--- src/rtl/dapi_pkg.sv ---
`timescale 1ns / 1ps
// ----------------------------------------------------------------------------
// dapi_pkg: shared types and helpers for the d-axis pi current controller
// Holds the input and result words, the register file view, the multiplier
// handshake structs, state and operation codes, and saturation helpers.
// ----------------------------------------------------------------------------
package dapi_pkg;

	// register indexes on the configuration port
	typedef enum logic [2:0] {
		REG_PROP_GAIN = 3'd0,
		REG_INTEGRAL_GAIN = 3'd1,
		REG_SAMPLE_TIME = 3'd2,
		REG_ACTIVE_RESISTANCE = 3'd3,
		REG_LEAKAGE_INDUCTANCE = 3'd4,
		REG_VOLTAGE_UPPER_LIMIT = 3'd5,
		REG_VOLTAGE_LOWER_LIMIT = 3'd6
	} reg_idx_t;

	localparam int unsigned CFG_ADDR_W = 3;
	localparam int unsigned DATA_W = 32;
	localparam int unsigned DIGIT_W = 4;
	localparam int unsigned NUM_DIGITS = DATA_W / DIGIT_W;
	localparam int unsigned DCNT_W = $clog2(NUM_DIGITS);

	localparam logic signed [31:0] S32_MAX = 32'sh7fff_ffff;
	localparam logic signed [31:0] S32_MIN = 32'sh8000_0000;

	// input word
	typedef struct packed {
		logic signed [31:0] current_reference;
		logic signed [31:0] current_d_measured;
		logic signed [31:0] current_q_measured;
		logic signed [31:0] electrical_speed;
	} in_word_t;

	// result word
	typedef struct packed {
		logic signed [31:0] voltage_reference;
		logic clamped;
	} out_word_t;

	// register file contents
	typedef struct packed {
		logic signed [31:0] prop_gain;
		logic signed [31:0] integral_gain;
		logic [30:0] sample_time;
		logic signed [31:0] active_resistance;
		logic signed [31:0] leakage_inductance;
		logic signed [31:0] voltage_upper_limit;
		logic signed [31:0] voltage_lower_limit;
	} cfg_t;

	// multiplier request and result
	typedef struct packed {
		logic start;
		logic signed [31:0] a;
		logic signed [31:0] b;
	} mul_req_t;

	typedef struct packed {
		logic done;
		logic busy;
		logic signed [31:0] q;
	} mul_res_t;

	// controller states
	typedef enum logic [1:0] {
		ST_IDLE,
		ST_START,
		ST_MUL,
		ST_FIN
	} state_t;

	// product order within one sample
	typedef enum logic [2:0] {
		OP_TS_ERR,
		OP_LW,
		OP_KP_ERR,
		OP_KI_INT,
		OP_RA_ID,
		OP_WL_IQ
	} op_t;

	// saturate a 33-bit signed value to 32 bits
	function automatic logic signed [31:0] sat33(input logic signed [32:0] x);
		logic signed [31:0] r;
		if (x[32] != x[31]) begin
			r = x[32] ? S32_MIN : S32_MAX;
		end else begin
			r = x[31:0];
		end
		return r;
	endfunction

	// saturate a 35-bit signed value to 32 bits
	function automatic logic signed [31:0] sat35(input logic signed [34:0] x);
		logic signed [31:0] r;
		if (x[34:31] != 4'b0000 && x[34:31] != 4'b1111) begin
			r = x[34] ? S32_MIN : S32_MAX;
		end else begin
			r = x[31:0];
		end
		return r;
	endfunction

endpackage

--- src/rtl/dapi_cfg.sv ---
`timescale 1ns / 1ps
// ----------------------------------------------------------------------------
// dapi_cfg: configuration register file
// Seven gain, timing, resistance, inductance and limit registers written through a plain write port;
// writes to unused indexes are dropped.
// ----------------------------------------------------------------------------
module dapi_cfg (
	input logic clk,
	input logic arst_n,
	input logic cfg_we,
	input logic [dapi_pkg::CFG_ADDR_W-1:0] cfg_addr,
	input logic [31:0] cfg_wdata,
	output dapi_pkg::cfg_t cfg
);

	dapi_pkg::cfg_t regs_q;

	// register writes
	always_ff @(posedge clk or negedge arst_n) begin
		if (!arst_n) begin
			regs_q <= '0;
		end else if (cfg_we) begin
			unique case (cfg_addr)
				dapi_pkg::REG_PROP_GAIN: regs_q.prop_gain <= cfg_wdata;
				dapi_pkg::REG_INTEGRAL_GAIN: regs_q.integral_gain <= cfg_wdata;
				dapi_pkg::REG_SAMPLE_TIME: regs_q.sample_time <= cfg_wdata[30:0];
				dapi_pkg::REG_ACTIVE_RESISTANCE: regs_q.active_resistance <= cfg_wdata;
				dapi_pkg::REG_LEAKAGE_INDUCTANCE: regs_q.leakage_inductance <= cfg_wdata;
				dapi_pkg::REG_VOLTAGE_UPPER_LIMIT: regs_q.voltage_upper_limit <= cfg_wdata;
				dapi_pkg::REG_VOLTAGE_LOWER_LIMIT: regs_q.voltage_lower_limit <= cfg_wdata;
				default: ;
			endcase
		end
	end

	assign cfg = regs_q;

endmodule

--- src/rtl/dapi_mul.sv ---
`timescale 1ns / 1ps
// ----------------------------------------------------------------------------
// dapi_mul: digit-serial q16.16 multiplier
// Multiplies two signed 32-bit operands four multiplier bits per cycle,
// then floors the product by 16 bits and saturates it to 32 bits.
// ----------------------------------------------------------------------------
module dapi_mul (
	input logic clk,
	input logic arst_n,
	input dapi_pkg::mul_req_t req,
	output dapi_pkg::mul_res_t res
);

	logic signed [31:0] a_q;
	logic [31:0] b_q;
	logic signed [32:0] hi_q;
	logic [31:0] lo_q;
	logic [dapi_pkg::DCNT_W-1:0] cnt_q;
	logic busy_q;
	logic done_q;

	logic last_digit;
	logic signed [dapi_pkg::DIGIT_W:0] digit;
	logic signed [36:0] pp;
	logic signed [36:0] sum;
	logic in_range;

	// one digit step: the top digit carries the sign of the multiplier
	always_comb begin
		last_digit = (cnt_q == dapi_pkg::DCNT_W'(dapi_pkg::NUM_DIGITS - 1));
		digit = last_digit ? {b_q[dapi_pkg::DIGIT_W-1], b_q[dapi_pkg::DIGIT_W-1:0]}
			: {1'b0, b_q[dapi_pkg::DIGIT_W-1:0]};
		pp = 37'(a_q) * 37'(digit);
		sum = 37'(hi_q) + pp;
	end

	// control
	always_ff @(posedge clk or negedge arst_n) begin
		if (!arst_n) begin
			busy_q <= 1'b0;
			done_q <= 1'b0;
			cnt_q <= '0;
		end else begin
			done_q <= 1'b0;
			if (req.start) begin
				busy_q <= 1'b1;
				cnt_q <= '0;
			end else if (busy_q) begin
				cnt_q <= cnt_q + 1'b1;
				if (last_digit) begin
					busy_q <= 1'b0;
					done_q <= 1'b1;
				end
			end
		end
	end

	// datapath shift registers
	always_ff @(posedge clk) begin
		if (req.start) begin
			a_q <= req.a;
			b_q <= req.b;
			hi_q <= '0;
		end else if (busy_q) begin
			b_q <= b_q >> dapi_pkg::DIGIT_W;
			hi_q <= sum[36:dapi_pkg::DIGIT_W];
			lo_q <= {sum[dapi_pkg::DIGIT_W-1:0], lo_q[31:dapi_pkg::DIGIT_W]};
		end
	end

	// floor by 16 and saturate
	always_comb begin
		in_range = (hi_q[31:15] == '0) || (hi_q[31:15] == '1);
		res.done = done_q;
		res.busy = busy_q;
		if (in_range) begin
			res.q = {hi_q[15:0], lo_q[31:16]};
		end else begin
			res.q = hi_q[32] ? dapi_pkg::S32_MIN : dapi_pkg::S32_MAX;
		end
	end

	// checks
	a_start_idle: assert property (@(posedge clk) disable iff (!arst_n)
		req.start |-> !busy_q && !done_q)
		else $error("multiplier started while busy");
	a_done_pulse: assert property (@(posedge clk) disable iff (!arst_n)
		done_q |=> !done_q)
		else $error("done held longer than one cycle");
	a_done_after_busy: assert property (@(posedge clk) disable iff (!arst_n)
		$rose(done_q) |-> $past(busy_q))
		else $error("done without a running product");

endmodule

--- src/rtl/d_axis_pi_current_controller_top.sv ---
`timescale 1ns / 1ps
// ----------------------------------------------------------------------------
// d_axis_pi_current_controller_top: d-axis pi current controller
// Pi controller with active resistance, cross-coupling cancellation,
// output clamp and reset-type anti-windup, in signed q16.16.
// ----------------------------------------------------------------------------
// Each sample word is finished before the next word can be accepted: the
// six products of the control law run one after another through a single
// digit-serial multiplier that handles four bits per cycle, followed by a
// finishing step for the sum, clamp and integral update. A finished result
// sits in an output register, so the next word is taken while it waits;
// the clamp step holds only if a second result is ready before the first
// one has been taken. Configuration registers reset to zero and are read
// while the products run, so a write during a sample can take effect on it.
// ----------------------------------------------------------------------------
module d_axis_pi_current_controller_top (
	input logic clk,
	input logic arst_n,
	input logic cfg_we,
	input logic [dapi_pkg::CFG_ADDR_W-1:0] cfg_addr,
	input logic [31:0] cfg_wdata,
	input logic in_valid,
	output logic in_ready,
	input dapi_pkg::in_word_t in_data,
	output logic out_valid,
	input logic out_ready,
	output dapi_pkg::out_word_t out_data
);

	dapi_pkg::cfg_t cfg;
	dapi_pkg::mul_req_t mul_req;
	dapi_pkg::mul_res_t mul_res;

	dapi_pkg::state_t state_q, state_d;
	dapi_pkg::op_t op_q;

	logic signed [31:0] err_q;
	logic signed [31:0] id_q;
	logic signed [31:0] iq_q;
	logic signed [31:0] w_q;
	logic signed [31:0] wl_q;
	logic signed [31:0] integ_q;
	logic signed [31:0] acc_q;
	logic signed [34:0] sum_q;
	logic out_valid_q;
	dapi_pkg::out_word_t out_q;

	logic accept;
	logic fin_go;
	logic signed [31:0] err_d;
	logic signed [31:0] v;
	logic signed [31:0] o;
	logic limited;

	dapi_cfg u_cfg (
		.clk(clk),
		.arst_n(arst_n),
		.cfg_we(cfg_we),
		.cfg_addr(cfg_addr),
		.cfg_wdata(cfg_wdata),
		.cfg(cfg)
	);

	dapi_mul u_mul (
		.clk(clk),
		.arst_n(arst_n),
		.req(mul_req),
		.res(mul_res)
	);

	assign in_ready = (state_q == dapi_pkg::ST_IDLE);
	assign accept = in_valid && in_ready;
	assign fin_go = (state_q == dapi_pkg::ST_FIN) && (!out_valid_q || out_ready);
	assign err_d = dapi_pkg::sat33(33'(in_data.current_reference)
		- 33'(in_data.current_d_measured));

	// state register
	always_ff @(posedge clk or negedge arst_n) begin
		if (!arst_n) begin
			state_q <= dapi_pkg::ST_IDLE;
		end else begin
			state_q <= state_d;
		end
	end

	// next state and multiplier start
	always_comb begin
		state_d = state_q;
		mul_req.start = 1'b0;
		unique case (state_q)
			dapi_pkg::ST_IDLE: begin
				if (in_valid) state_d = dapi_pkg::ST_START;
			end
			dapi_pkg::ST_START: begin
				mul_req.start = 1'b1;
				state_d = dapi_pkg::ST_MUL;
			end
			dapi_pkg::ST_MUL: begin
				if (mul_res.done) begin
					state_d = (op_q == dapi_pkg::OP_WL_IQ) ? dapi_pkg::ST_FIN
						: dapi_pkg::ST_START;
				end
			end
			dapi_pkg::ST_FIN: begin
				if (fin_go) state_d = dapi_pkg::ST_IDLE;
			end
			default: state_d = dapi_pkg::ST_IDLE;
		endcase
	end

	// operand selection for the current product
	always_comb begin
		case (op_q)
			dapi_pkg::OP_TS_ERR: begin
				mul_req.a = {1'b0, cfg.sample_time};
				mul_req.b = err_q;
			end
			dapi_pkg::OP_LW: begin
				mul_req.a = cfg.leakage_inductance;
				mul_req.b = w_q;
			end
			dapi_pkg::OP_KP_ERR: begin
				mul_req.a = cfg.prop_gain;
				mul_req.b = err_q;
			end
			dapi_pkg::OP_KI_INT: begin
				mul_req.a = cfg.integral_gain;
				mul_req.b = integ_q;
			end
			dapi_pkg::OP_RA_ID: begin
				mul_req.a = cfg.active_resistance;
				mul_req.b = id_q;
			end
			default: begin
				mul_req.a = wl_q;
				mul_req.b = iq_q;
			end
		endcase
	end

	// sum saturation and clamp, upper limit tested first
	always_comb begin
		v = dapi_pkg::sat35(sum_q);
		if (v >= cfg.voltage_upper_limit) begin
			o = cfg.voltage_upper_limit;
		end else if (v <= cfg.voltage_lower_limit) begin
			o = cfg.voltage_lower_limit;
		end else begin
			o = v;
		end
		limited = (o != v);
	end

	// control: product counter, stored integral, output valid
	always_ff @(posedge clk or negedge arst_n) begin
		if (!arst_n) begin
			op_q <= dapi_pkg::OP_TS_ERR;
			acc_q <= '0;
			out_valid_q <= 1'b0;
		end else begin
			if (accept) begin
				op_q <= dapi_pkg::OP_TS_ERR;
			end else if (state_q == dapi_pkg::ST_MUL && mul_res.done
				&& op_q != dapi_pkg::OP_WL_IQ) begin
				op_q <= dapi_pkg::op_t'(op_q + 3'd1);
			end
			if (fin_go) begin
				acc_q <= limited ? '0 : integ_q;
				out_valid_q <= 1'b1;
			end else if (out_ready) begin
				out_valid_q <= 1'b0;
			end
		end
	end

	// sample capture and product accumulation
	always_ff @(posedge clk) begin
		if (accept) begin
			err_q <= err_d;
			id_q <= in_data.current_d_measured;
			iq_q <= in_data.current_q_measured;
			w_q <= in_data.electrical_speed;
			sum_q <= '0;
		end else if (state_q == dapi_pkg::ST_MUL && mul_res.done) begin
			case (op_q) inside
				dapi_pkg::OP_TS_ERR: integ_q <= dapi_pkg::sat33(33'(acc_q) + 33'(mul_res.q));
				dapi_pkg::OP_LW: wl_q <= mul_res.q;
				dapi_pkg::OP_KP_ERR, dapi_pkg::OP_KI_INT: sum_q <= sum_q + 35'(mul_res.q);
				default: sum_q <= sum_q - 35'(mul_res.q);
			endcase
		end
		if (fin_go) begin
			out_q.voltage_reference <= o;
			out_q.clamped <= limited;
		end
	end

	assign out_valid = out_valid_q;
	assign out_data = out_q;

	// checks
	a_done_in_mul: assert property (@(posedge clk) disable iff (!arst_n)
		mul_res.done |-> state_q == dapi_pkg::ST_MUL)
		else $error("product finished outside the multiply state");
	a_rise_from_fin: assert property (@(posedge clk) disable iff (!arst_n)
		$rose(out_valid_q) |-> $past(state_q == dapi_pkg::ST_FIN))
		else $error("result appeared without a finishing step");
	a_windup_reset: assert property (@(posedge clk) disable iff (!arst_n)
		fin_go && limited |=> acc_q == '0)
		else $error("integral kept after a clamped result");
	a_no_overwrite: assert property (@(posedge clk) disable iff (!arst_n)
		out_valid_q && !out_ready |=> out_valid_q && $stable(out_q))
		else $error("waiting result overwritten");

endmodule
--- config.mk ---
export PLATFORM = sky130hd
export DESIGN_NAME = d_axis_pi_current_controller_top
export DESIGN_NICKNAME = d
export VERILOG_FILES = /design/src/rtl/dapi_pkg.sv /design/src/rtl/dapi_cfg.sv /design/src/rtl/dapi_mul.sv /design/src/rtl/d_axis_pi_current_controller_top.sv
export SDC_FILE = /design/constraint.sdc
export NUM_CORES = 2
export LEC_CHECK = 0
export BUFFER_PORTS_ARGS = -buffer_cell sky130_fd_sc_hd__buf_4
export CORE_ASPECT_RATIO = 2
export CORE_MARGIN = 2
export CORE_UTILIZATION = 55
export DETAILED_ROUTE_END_ITERATION = 8
export GPL_ROUTABILITY_DRIVEN = 0
export PLACE_DENSITY = 0.72
export RECOVER_POWER = 50
export SLEW_MARGIN = 5
export SYNTH_ARGS = -nofsm -noshare
export SYNTH_HDL_FRONTEND = slang
export SYNTH_SLANG_ARGS = --single-unit
--- constraint.sdc ---
create_clock -name clk -period 8 [get_ports clk]
set_input_delay 0 -clock clk [delete_from_list [all_inputs] [get_ports clk]]
set_output_delay 0 -clock clk [all_outputs]
set_load 0.005 [all_outputs]
== Word-level counts from Yosys, hierarchy flattened ==
Cells that the tools add are included.
Word-level totals
  bits in registers: 655
  bits of input ports: 168
  output and inout port bits: 35
  logic and storage cells: 128
Cells by class
  $add $sub $neg: 7
  $mul: 1
  magnitude comparators: 2
  equal/unequal tests: 24
  muxes and demuxes: 34
  bitwise gates (word level): 4
  reduce and logical (&&, ||, !) cells: 29
Operators with widths (number)
  $mux 32: 13
  $pmux 64 s5: 1
  $add 33x37->37: 1
  $mul 32x5->37: 1
  $add 35x32->35: 1
  $mux 35: 1
  $sub 35x32->35: 1
  $add 32x32->33: 1
  $sub 32x32->33: 1
  $ge 32x32->1: 1
  $le 32x32->1: 1
  $ne 32x32->1: 1
  $eq 3x3->1 const B: 6
  $eq 17x17->1 const B: 1
  $logic_not 17->1: 1
  $reduce_and 2->1: 8
  $eq 3x2->1 const B: 4
  $mux 3: 4
  $mux 1: 9
  $reduce_and 3->1: 3
  $mux 2: 4
  $pmux 2 s4: 1
  $add 3x1->3 const B: 2
  $eq 3x1->1 const B: 2
  other kinds (18): 32

== Logic depth before layout (Yosys ltp) ==
  word-level depth: 8
  depth in mapped cells: 32
  mapped depth without buffers: 28

== By module ==
From an unflattened synthesis, not the netlist that was laid out.
Second synthesis, totals
  cell total of the unflattened synthesis: 3923
  area, all modules: 40884.2 µm²
Modules (own cells, without submodules)
  d_axis_pi_current_controller_top: instances 1, cells each 2323, area each 21375.5 µm², sequential area each 8408.1 µm²
  dapi_mul: instances 1, cells each 1120, area each 11124.4 µm², sequential area each 3188.1 µm²
  dapi_cfg: instances 1, cells each 480, area each 8384.3 µm², sequential area each 5580.4 µm²

== Worst setup path before layout ==
No wires, ideal clock.
  path type: flip-flop to flip-flop
  from: reg u_mul.hi_q[28]
  to: reg sum_q[34]
  setup time: 72 ps
  arrival: 5783 ps
  required time: 7928 ps
  path slack: 2145 ps
  cell stages (with the launch flop): 31
  buffers on the path: 4
  period minus slack after synthesis: 5855 ps
  cells stage by stage: dfxtp_1 or3_4 or3_1 buf_2 nand2_2 clkbuf_1 buf_1 buf_1 nand2_1 nand2_1 inv_1 ha_1 o21ai_0 nor2_1 nand2_1 or2_2 o21ai_0 xnor2_1 ha_1 nand4_1 nor2_1 and3_1 and4_1 a311oi_1 a31oi_1 a41oi_1 o21ai_0 nand2_1 or3_1 nand3_1 mux2i_1
RTL lines
  from (decl): RTL line dapi_mul.sv:16  | logic signed [32:0] hi_q;
  from (signal assigned): RTL line dapi_mul.sv:66  | hi_q <= sum[36:dapi_pkg::DIGIT_W];
  to (signal assigned): RTL line d_axis_pi_current_controller_top.sv:188  | dapi_pkg::OP_KP_ERR, dapi_pkg::OP_KI_INT: sum_q <= sum_q + 35'(mul_res.q);
  to (signal assigned): RTL line d_axis_pi_current_controller_top.sv:189  | default: sum_q <= sum_q - 35'(mul_res.q);
  to (decl): RTL line d_axis_pi_current_controller_top.sv:44  | logic signed [34:0] sum_q;

== Final worst setup path ==
  from: reg sum_q[34]
  to: reg acc_q[9]
On the way
  cells in the longest elaborated chain, start to end: 8
  elaborated cells between the ends (all ways): 11
  classes of those cells: order compare (2); eq/ne (2); mux (5); reduce/logical (2)
RTL lines
  $ne 4x4->1 / $reduce_bool 4->1 (equally long branches): RTL line dapi_pkg.sv:99  | if (x[34:31] != 4'b0000 && x[34:31] != 4'b1111) begin
  $logic_and 1x1->1: RTL line dapi_pkg.sv:99
  $mux 32 (*): RTL line dapi_pkg.sv:99
  $le 32x32->1: RTL line d_axis_pi_current_controller_top.sv:146  | end else if (v <= cfg.voltage_lower_limit) begin
  $mux 32: RTL line d_axis_pi_current_controller_top.sv:146
  $mux 32: RTL line d_axis_pi_current_controller_top.sv:144  | if (v >= cfg.voltage_upper_limit) begin
  $ne 32x32->1 (*): RTL line d_axis_pi_current_controller_top.sv:151  | limited = (o != v);
  $mux 32 (*): RTL line d_axis_pi_current_controller_top.sv:168  | acc_q <= limited ? '0 : integ_q;
  to (signal assigned): RTL line d_axis_pi_current_controller_top.sv:168
  to (decl): RTL line d_axis_pi_current_controller_top.sv:43  | logic signed [31:0] acc_q;
Mark *: on every way between the ends. The rest lies on a longest branch, timed or not.
A chain may end at the register's enable or synchronous reset.

==> summary.md <==
| Metric | Value |
|---|---|
| DR vias | `32437` |
| Critical Path End Type | `register` |
| Die height | `388.3 µm` |
| WL/cell | `24.63 µm` |
| H-tree levels | `2` |
| Critical Path AT | `7.30 ns` |
| CP Launch Type | `register` |
| Cells after synthesis | `3940` |
| DRT Pass-1 Iters | `8` |
| Period utilisation layout | `84.75%` |
| Worst-Margin Slew | `6.381 ns` |
| Inserted Clock Buffers | `57` |
| Max-slew violations | `403` |
| Yosys reg bits | `639` |
| Final non-filler cell total | `5212` |
| Dpl ws | `1.424 ns` |
| Crit-path cells | `nand4_1 > o21ai_2 > buf_4 > a21o_1 > ha_1 > a21o_1 > a21oi_1 > nor2_1 > a211oi_1 > o211ai_1 > a211oi_1 > mux2i_4 > buf_4 > o31ai_1 > a22oi_1 > nand4_1 > buf_4 > o31ai_1` |
| Boundary Pins | `203` |
| Ranking of synthesized cells by area | `edfxtp_1, dfrtp_1, ha_1` |
| Hold Worst Slack | `0.02460 ns` |
| Largest net degree at the start of global routing | `139` |
| Worst path required time | `8.52 ns` |
| Initial Util | `55.21%` |
| Setup TNS Final | `0 ns` |
| Post-synth EDFFs | `305` |
| Die area | `76170 µm²` |
| Unique masters post-synth | `90` |
| CTS tree | `done` |
| Slowest stage delay, CP | `1.09 ns` |
| Reg area | `17180 µm²` |
| PortBufs | `202` |
| Status | `finished with violations` |
| HPWL after DPL | `92790 µm` |
| Vias in the first global route | `33410` |
| Failing checks | `max-capacitance violations, max-slew violations` |
| Cell row count | `141` |
| Register area share after synthesis | `42.29%` |
| Leading area contributor after synthesis | `edfxtp_1` |
| Ys async rst share | `41.63%` |
| Yosys warning count | `0` |
| Final Hold Viols | `0` |
| Final Skew | `0.08799 ns` |
| Total Nets Final | `4770` |
| Peak Freq | `147.5 MHz` |
| Die width | `196.2 µm` |
| Worst rel slew slack | `-325.4%` |
| Setup ws final | `1.220 ns` |
| Layout cell share with drive strength beyond 1 | `13.96%` |
| Antenna Nets Post-Route | `0` |
| Placed Cells | `4943` |
| Power Dens Cells | `175.9 nW/µm²` |
| Final instance area | `46560 µm²` |
| Final Setup Violations | `0` |
| Reg clk slew, reported paths | `0.07 ns` |
| All-layer global routing usage | `33.97%` |
| Initial antenna violation count | `8` |
| Crit-path slowest cell | `dfxtp_1` |
| Crit-path max FO | `38` |
| Clock Tree Root | `clkbuf_16` |
| Synth Area per Inst | `10.31 µm²` |
| Critical path class | `register to register` |
| Global route overflow | `0` |
| Synth-to-layout area growth | `14.63%` |
| Remaining DRCs | `0` |
| Final cell utilization of the core | `63.28%` |
| # fillers | `5841` |
| Multi-input logic area | `21300 µm²` |
| Clock Latency Late Sink | `0.70 ns` |
| RSZ-0062 raised after global routing | `no` |
| Syn Nets | `4481` |
| Post-Route WL | `128400 µm` |
| Via density | `6.224` |
| Initial drt markers | `2652` |
| Hold Path Class | `primary input to register` |
| First-pass GRT wire length | `193900 µm` |
| Overall Power | `8.191 mW` |
| Worst VDD drop | `0.0002606 V` |
| Max-Cap Viols | `9` |
| Main flop type after synthesis | `edfxtp_1` |
| Cell Area, Placed | `43110 µm²` |
| Pleak | `19.71 nW` |
| Synthesized area | `40610 µm²` |
| Worst path most repeated cell | `buf_4` |
| Post-synth top area share | `22.55%` |
| Core area | `73570 µm²` |
| TritonCTS Sinks | `639` |
| Tmin final | `6.780 ns` |
| Clock buffer depth | `3` |
## cells in the mapped netlist, types with 44 or more instances
library cell / count
ha_1: 240
nor3_1: 44
clkbuf_1: 148
nor2_1: 215
o31ai_1: 48
inv_1: 393
xor2_1: 63
o21ai_0: 170
mux2_2: 224
a21oi_1: 256
nand3_1: 58
xnor2_1: 118
dfrtp_1: 266
fa_1: 133
edfxtp_1: 305
o21a_1: 54
and2_1: 128
a21o_1: 103
nand2_1: 303
dfxtp_1: 68
o211ai_1: 49
## critical path, delay by kind of cell, from the launching register on
| kind | cells | cell delay, ns |
|---|---|---|
| buf+inv | 3 | 1.08 |
| mux | 1 | 0.34 |
| compound gates | 10 | 3.08 |
| flops | 1 | 1.09 |
| fa+ha+maj | 1 | 0.36 |
| simple gates | 3 | 0.58 |
## registers in the layout, indices dropped and copies added, names as in the netlist, 32 cells and up
| signal | cells |
|---|---|
| u_mul.hi_q | 33 |
| err_q | 32 |
| out_data | 33 |
| id_q | 32 |
| acc_q | 32 |
| sum_q | 35 |
| integ_q | 32 |
| u_mul.b_q | 32 |
| wl_q | 32 |
| iq_q | 32 |
| w_q | 32 |
| u_mul.a_q | 32 |
| u_cfg.cfg | 223 |
## path summary, 6_finish.rpt
kind	from	end	slack, ns	depth (start not counted)
worst max register to register	sum_q[34]	acc_q[9]	1.22	18
min in group asynchronous	arst_n	u_cfg.cfg[182]	2.46	2
worst min register to register	acc_q[24]	acc_q[24]	0.49	2
max in group asynchronous	arst_n	acc_q[13]	1.89	2
worst min-delay path	in_data[102]	err_q[6]	0.02	4
worst max-delay path	sum_q[34]	acc_q[9]	1.22	18
## cell usage in the layout (no fill, tap or decap), types with 115 or more instances in the layout
| master | instances |
|---|---|
| and2_1 | 127 |
| fa_1 | 133 |
| nand2_1 | 302 |
| o21ai_0 | 170 |
| nor2_1 | 212 |
| edfxtp_1 | 305 |
| a21oi_1 | 255 |
| dfrtp_1 | 266 |
| xnor2_1 | 118 |
| buf_4 | 115 |
| ha_1 | 239 |
| dlygate4sd3_1 | 156 |
| mux2_2 | 224 |
| inv_1 | 392 |
## power by group
part,leakage [nW],internal (mW),switching [mW]
clock,0.987,1.67,1.36
sequential,6.58,3.71,0.195
combinational,12.1,0.577,0.679
total,19.7,5.96,2.23
## final cells by class
type / count / area share, %
multi-input cells: 2722 / 45.76
flip-flops and latches: 639 / 36.89
repair buffers: 414 / 7.240
clock buffers: 72 / 3.359
inverters: 395 / 3.195
well taps: 929 / 2.497
clock inverters: 36 / 1.029
diodes: 5 / 0.02688
## layer usage
metal	global-route usage (%)	share of wire, %	routed length [µm]
met5	0	0.021	27
met4	29.61	10	13330
met3	6.672	6.5	8326
met1	33.35	32	41390
met2	60.45	51	65280
## logic make-up (layout without fill, tap and decap cells)
family / after synthesis / after routing / share of synthesized area (%)
AOI/OAI and AO/OA: 977 / 977 / 16.19
xor gates and xnor gates: 181 / 181 / 3.903
adders and majority gates: 388 / 388 / 14.34
buffers and inverters: 579 / 917 / 5.434
DFF: 639 / 639 / 42.29
muxes: 249 / 249 / 6.827
other: 0 / 5 / 0
and+or+nand+nor: 927 / 927 / 11.02
## timing repair
action	4_1_cts	5_1_grt
endpoints found under the setup margin	0	0
hold buffers	156	0
hold endpoints to repair	469	0
setup buffers	0	0
resized for setup	0	0
(Power assumes the default switching activity.)
